<file path="config.mk">
export PLATFORM = sky130hd
export DESIGN_NAME = spi_clock_divider_search
export DESIGN_NICKNAME = d
export VERILOG_FILES = /design/src/rtl/core/scdiv_pkg.sv /design/src/rtl/core/spi_clock_divider_search.sv
export SDC_FILE = /design/constraint.sdc
export NUM_CORES = 1
export LEC_CHECK = 0
export BUFFER_PORTS_ARGS = -buffer_cell sky130_fd_sc_hd__clkbuf_2
export CAP_MARGIN = 10
export CORE_MARGIN = 3
export CORE_UTILIZATION = 55
export DETAILED_ROUTE_END_ITERATION = 6
export HOLD_SLACK_MARGIN = 0.05
export PLACE_DENSITY = 0.69
export SETUP_SLACK_MARGIN = 0.1
export SYNTH_ARGS = -nofsm -noshare
export SYNTH_HDL_FRONTEND = slang
export SYNTH_SLANG_ARGS = --single-unit
</file>
<file path="constraint.sdc">
create_clock -name i_clk -period 12 [get_ports i_clk]
set_clock_uncertainty 0.1 [all_clocks]
set_input_delay 1.2 -clock i_clk [delete_from_list [all_inputs] [get_ports i_clk]]
set_output_delay 1.2 -clock i_clk [all_outputs]
set_load 0.02 [all_outputs]
</file>
<file path="src/rtl/core/scdiv_pkg.sv">
// shared types and constants for the serial clock divider search
// no dependencies
package scdiv_pkg;

    // width of the shared restoring divider (dividend, divisor, quotient)
    localparam int DIV_W = 33;
    localparam int CNT_W = $clog2(DIV_W);
    localparam logic [CNT_W-1:0] CNT_LAST = CNT_W'(DIV_W - 1);

    localparam logic [7:0] PRESCALE_MIN   = 8'd2;
    localparam logic [7:0] PRESCALE_LIMIT = 8'd254;

    localparam logic [31:0] PCLK_RESET = 32'd60000000;

    typedef enum logic [6:0] {
        ST_IDLE = 7'b0000001,
        ST_DIV1 = 7'b0000010,
        ST_SET2 = 7'b0000100,
        ST_DIV2 = 7'b0001000,
        ST_SET3 = 7'b0010000,
        ST_DIV3 = 7'b0100000,
        ST_FIN  = 7'b1000000
    } t_state;

endpackage

</file>
<file path="src/rtl/core/spi_clock_divider_search.sv">
// serial clock prescale and divider search, top level
// depends on scdiv_pkg
//
// usage:
//   i_cfg_we / i_cfg_wdata write the peripheral clock rate (one register,
//   no read-back); write it only while busy is low and no search runs.
//   a command beat is taken at the clock edge where start is high and busy
//   is low; i_target_rate is sampled there.
//   the result (o_divider, o_prescale, o_unreachable) is shown for exactly
//   one cycle with o_valid high; the receiver cannot stall, so it must take
//   the beat in that cycle.
// shared divider:
//   one restoring divider, one quotient bit per cycle, is shared by three
//   divisions: clock / (target + 1), need / span and need / prescale, with a
//   set-up state (ST_SET2, ST_SET3) before the second and third.  a search
//   ends in ST_FIN, or early in ST_SET3 when the prescale saturates.  busy is
//   high for the whole search; a new start is taken in the cycle the strobe
//   is shown.
// reset:
//   synchronous, active low; returns to idle, drops the strobe and loads
//   the peripheral clock register with 60 MHz.
module spi_clock_divider_search #(
    parameter int DIVIDER_MAX = 255
) (
    input  logic        i_clk,
    input  logic        i_rst_n,
    input  logic        i_cfg_we,
    input  logic [31:0] i_cfg_wdata,
    input  logic        start,
    input  logic [31:0] i_target_rate,
    output logic        busy,
    output logic        o_valid,
    output logic [7:0]  o_divider,
    output logic [7:0]  o_prescale,
    output logic        o_unreachable
);

    localparam int W = scdiv_pkg::DIV_W;
    // number of dividers tried per prescale
    localparam logic [W-1:0] SPAN = W'(DIVIDER_MAX + 1);
    localparam logic [7:0] DIV_SAT = 8'(DIVIDER_MAX);

    scdiv_pkg::t_state r_state, n_state;

    logic [31:0] r_pclk;

    // shared divider: r_quo holds the dividend and shifts in quotient bits
    logic [W-1:0] r_rem, n_rem;
    logic [W-1:0] r_quo, n_quo;
    logic [W-1:0] r_dvs, n_dvs;
    logic [scdiv_pkg::CNT_W-1:0] r_cnt, n_cnt;

    // smallest divisor product that brings the rate to the target
    logic [W-1:0] r_need, n_need;
    logic [7:0]   r_pre, n_pre;

    logic       r_valid, n_valid;
    logic [7:0] r_divider, n_divider;
    logic [7:0] r_prescale, n_prescale;
    logic       r_unreach, n_unreach;

    // one divider step
    logic [W:0]   rem_sh;
    logic [W:0]   diff;
    logic         ge;
    logic [W-1:0] step_rem;
    logic [W-1:0] step_quo;

    // prescale rounding from the second quotient
    logic [W-1:0] p_min;
    logic [W-1:0] p_even;

    assign rem_sh   = {r_rem, r_quo[W-1]};
    assign diff     = rem_sh - {1'b0, r_dvs};
    assign ge       = rem_sh >= {1'b0, r_dvs};
    assign step_rem = ge ? diff[W-1:0] : rem_sh[W-1:0];
    assign step_quo = {r_quo[W-2:0], ge};

    assign p_min  = (r_quo < W'(scdiv_pkg::PRESCALE_MIN)) ? W'(scdiv_pkg::PRESCALE_MIN) : r_quo;
    assign p_even = p_min + W'(p_min[0]);

    always_comb begin
        n_state    = r_state;
        n_rem      = r_rem;
        n_quo      = r_quo;
        n_dvs      = r_dvs;
        n_cnt      = r_cnt;
        n_need     = r_need;
        n_pre      = r_pre;
        n_valid    = 1'b0;
        n_divider  = r_divider;
        n_prescale = r_prescale;
        n_unreach  = r_unreach;

        case (r_state)
            scdiv_pkg::ST_IDLE: begin
                if (start) begin
                    // clock / (target + 1)
                    n_rem   = '0;
                    n_quo   = W'(r_pclk);
                    n_dvs   = W'(i_target_rate) + W'(1);
                    n_cnt   = '0;
                    n_state = scdiv_pkg::ST_DIV1;
                end
            end
            scdiv_pkg::ST_DIV1, scdiv_pkg::ST_DIV2, scdiv_pkg::ST_DIV3: begin
                n_rem = step_rem;
                n_quo = step_quo;
                n_cnt = r_cnt + 1'b1;
                if (r_cnt == scdiv_pkg::CNT_LAST) begin
                    case (r_state)
                        scdiv_pkg::ST_DIV1: n_state = scdiv_pkg::ST_SET2;
                        scdiv_pkg::ST_DIV2: n_state = scdiv_pkg::ST_SET3;
                        default:            n_state = scdiv_pkg::ST_FIN;
                    endcase
                end
            end
            scdiv_pkg::ST_SET2: begin
                // ceil(need / span)
                n_need  = r_quo + W'(1);
                n_rem   = '0;
                n_quo   = r_quo + SPAN;
                n_dvs   = SPAN;
                n_cnt   = '0;
                n_state = scdiv_pkg::ST_DIV2;
            end
            scdiv_pkg::ST_SET3: begin
                if (p_even > W'(scdiv_pkg::PRESCALE_LIMIT)) begin
                    // no pair reaches the target
                    n_valid    = 1'b1;
                    n_divider  = DIV_SAT;
                    n_prescale = scdiv_pkg::PRESCALE_LIMIT;
                    n_unreach  = 1'b1;
                    n_state    = scdiv_pkg::ST_IDLE;
                end else begin
                    // ceil(need / prescale)
                    n_pre   = p_even[7:0];
                    n_rem   = '0;
                    n_quo   = r_need + p_even - W'(1);
                    n_dvs   = p_even;
                    n_cnt   = '0;
                    n_state = scdiv_pkg::ST_DIV3;
                end
            end
            scdiv_pkg::ST_FIN: begin
                // quotient is at least one since need is never zero
                n_valid    = 1'b1;
                n_divider  = r_quo[7:0] - 8'd1;
                n_prescale = r_pre;
                n_unreach  = 1'b0;
                n_state    = scdiv_pkg::ST_IDLE;
            end
            default: begin
                n_state = scdiv_pkg::ST_IDLE;
            end
        endcase
    end

    always_ff @(posedge i_clk) begin
        if (!i_rst_n) begin
            r_state <= scdiv_pkg::ST_IDLE;
            r_valid <= 1'b0;
            r_pclk  <= scdiv_pkg::PCLK_RESET;
        end else begin
            r_state <= n_state;
            r_valid <= n_valid;
            if (i_cfg_we) begin
                r_pclk <= i_cfg_wdata;
            end
        end
    end

    // payload, no reset
    always_ff @(posedge i_clk) begin
        r_rem      <= n_rem;
        r_quo      <= n_quo;
        r_dvs      <= n_dvs;
        r_cnt      <= n_cnt;
        r_need     <= n_need;
        r_pre      <= n_pre;
        r_divider  <= n_divider;
        r_prescale <= n_prescale;
        r_unreach  <= n_unreach;
    end

    assign busy          = (r_state != scdiv_pkg::ST_IDLE);
    assign o_valid       = r_valid;
    assign o_divider     = r_divider;
    assign o_prescale    = r_prescale;
    assign o_unreachable = r_unreach;

endmodule
</file>
==> results.json <==
{
  "synthArstFlopShare": 0,
  "antenna_found_initial": 0,
  "drc_errors": 0,
  "viasPerCell": 6.06,
  "area_growth_pct": 9.76,
  "ys_warn_count": 0,
  "hold_path_end": "r_pclk[15]",
  "setup_viol_count_final": 0,
  "design.core.area_um2": 25400,
  "fillers": 2203,
  "layout_common_cells": "edfxtp_1, nor2_1, nand2_1",
  "avgSynthCellArea_um2": 9.19,
  "path_clk_slew_ps": 60,
  "fin_nets": 1755,
  "postRouteAntennaNets": 0,
  "fin_crit_ps": 6360,
  "dr_total_vias": 11800,
  "worstPathRequired_ps": 12180,
  "clock-sinks": 201,
  "tightestPinTransition_ps": 1150,
  "min_from": "r_pclk[15]",
  "cap_violations": 0,
  "rows": 58,
  "cp-end-kind": "flip-flop",
  "placed_area_um2": 15000,
  "die_width_um": 167,
  "dp_hpwl_mm": 27.9,
  "yosys-top-cells-area": "edfxtp_1, ha_1, xnor2_1",
  "design_area_um2": 15700,
  "r2r_slack_ps": 5640,
  "max-vdd-ir-drop_v": 0.000136,
  "htreeDepth": 1,
  "synth-edff-count": 161,
  "cts_hold_buf": 0,
  "post_cts_buffers": 0,
  "hold_viol": 0,
  "status": "finished clean",
  "fin_setup_tns_ps": 0,
  "max_freq_mhz": 157,
  "ys_seq_area_frac": 0.393,
  "rr_startpoint": "r_quo[8]",
  "dieArea_um2": 28000,
  "p_leak_nw": 6.30,
  "cts_buffer_depth": 3,
  "cts_tree": "done",
  "grt_pass1_wl_mm": 59.5,
  "cp_max_fo": 12,
  "fin_crit_sh": 0.530,
  "yosysTopAreaCellShare": 0.337,
  "drive_above_1_share": 0.0932,
  "place.gp.congestion": 0.938,
  "clockRootBuffer": "clkbuf_16",
  "firstDrtPassIters": 6,
  "overflow": 0,
  "grt_pass1_vias": 11000,
  "slew_headroom": 0.229,
  "postCtsResizedCells": 0,
  "ys_ff_latch": 201,
  "power.density_nw_per_um2": 176,
  "wl_mm": 37.7,
  "antenna_cells": 0,
  "synth.distinct_cells": 78,
  "r2r_end": "r_quo[32]",
  "dr.first_iter.drc_count": 1260,
  "r2r_cells": 20,
  "wl_per_cell_um": 19.3,
  "netlist_area_um2": 14300,
  "io_buffers": 85,
  "ios": 87,
  "ys.flop_type": "edfxtp_1",
  "crit_arrival_ps": 6540,
  "synth_top_area_cell": "edfxtp_1",
  "min_path_cells": 2,
  "finalMaxSlewViolations": 0,
  "grt_max_degree": 62,
  "grt_setup_unrepaired": "no",
  "initial_utilization": 0.564,
  "synth_fp_nets": 1710,
  "final_common_cell": "edfxtp_1",
  "grt_use_total": 0.261,
  "insertion_delay_ps": 540,
  "critPathKind": "flip-flop to flip-flop",
  "holdCritPathClass": "flip-flop to flip-flop",
  "netlist_instances": 1560,
  "cts_buffers": 24,
  "die-height_um": 167,
  "start_kind": "flip-flop"
}
[area by class of cell]
class                      instances  area, µm²  share of cell area
multi-input combinational       1173       8010               0.509
timing repair buffer              96        508              0.0323
sequential                       201       5640               0.358
clock buffer                      27        612              0.0389
inverter                         109        409              0.0260
clock inverter                    15        145             0.00923
tap                              330        413              0.0263
[worst max-delay path, stage by stage, from the launching register on]
cell,delay [ps]
edfxtp_1,590
nor4_1,520
nand4_1,240
nor3_1,230
or2_2,160
ha_1,170
nand3_1,270
nor2_4,260
nand3_1,160
xor2_1,410
nand2b_1,120
ha_1,370
nand2_1,100
a32oi_1,200
o31ai_1,90
a21oi_1,430
nand4b_1,300
a311oi_1,790
a41oi_1,300
mux2i_1,210
nand2_1,80
[routing by layer]
layer / vias to the layer above / routed length [µm] / GRT usage
met5: - / 0 / 0
met4: 0 / 899 / 0.0630
met3: 56 / 2360 / 0.0359
met2: 419 / 17000 / 0.415
met1: 5656 / 17400 / 0.380
li1: 5698 / - / -
[where the power goes]
part           total, mW  switching, mW  leakage [nW]  internal, mW
sequential         0.978          0.104          1.91         0.874
combinational       1.09          0.659          4.03         0.428
clock              0.705          0.295         0.355         0.410
total               2.77           1.06          6.30          1.71
[worst max-delay path by stage]
stage	start	endpoint	slack (ps)	depth (start not counted)
after detailed placement	r_quo[8]	r_rem[26]	5670	16
final	r_quo[8]	r_quo[32]	5640	20
after global placement	r_quo[8]	r_rem[26]	5800	16
after global routing	r_quo[8]	r_rem[22]	5290	15
after CTS	r_quo[8]	r_rem[23]	5640	16
after floorplan	r_quo[3]	r_cnt[0]	5170	15
[flip-flops by register name, summed over array words and instances (netlist names)]
signal / flops
r_need: 33
o_valid: 1
r_cnt: 6
r_pclk: 32
r_state: 7
o_divider: 8
r_rem: 33
r_pre: 7
o_unreachable: 1
r_quo: 33
o_prescale: 7
r_dvs: 33
[cell usage after synthesis, drive strengths merged, types with 25 or more instances]
cell / n
nand3: 53
ha: 80
dfxtp: 40
a21oi: 78
inv: 109
nand2: 118
xor2: 87
edfxtp: 161
nand4: 29
nor2b: 35
nor3: 36
xnor2: 94
clkbuf: 55
o21ai: 57
a21o: 25
nor2: 141
nand2b: 46
mux2i: 50
o22ai: 40
[per-stage QoR]
stage	utilization	setup slack, ps	instances	power [mW]	hold WS [ps]
6_report	0.619	5640	1951	2.77	371
5_1_grt	0.619	5290	1951	2.93	394
4_1_cts	0.619	5640	1951	2.77	375
3_5_place_dp	0.589	5670	1909	2.05	360
3_3_place_gp	0.589	5800	1909	2.04	358
2_1_floorplan	-	5170	1560	1.79	336
[cell families after synthesis]
logic type / count (synthesis) / synth area share
compound gates: 315 / 0.144
xor+xnor: 181 / 0.112
fa+ha+maj: 82 / 0.0727
buf+inv: 186 / 0.0509
flops: 201 / 0.393
mux: 51 / 0.0357
other cells: 1 / 0.000262
simple gates: 543 / 0.192
No activity file was read; power rests on OpenSTA's default activity.
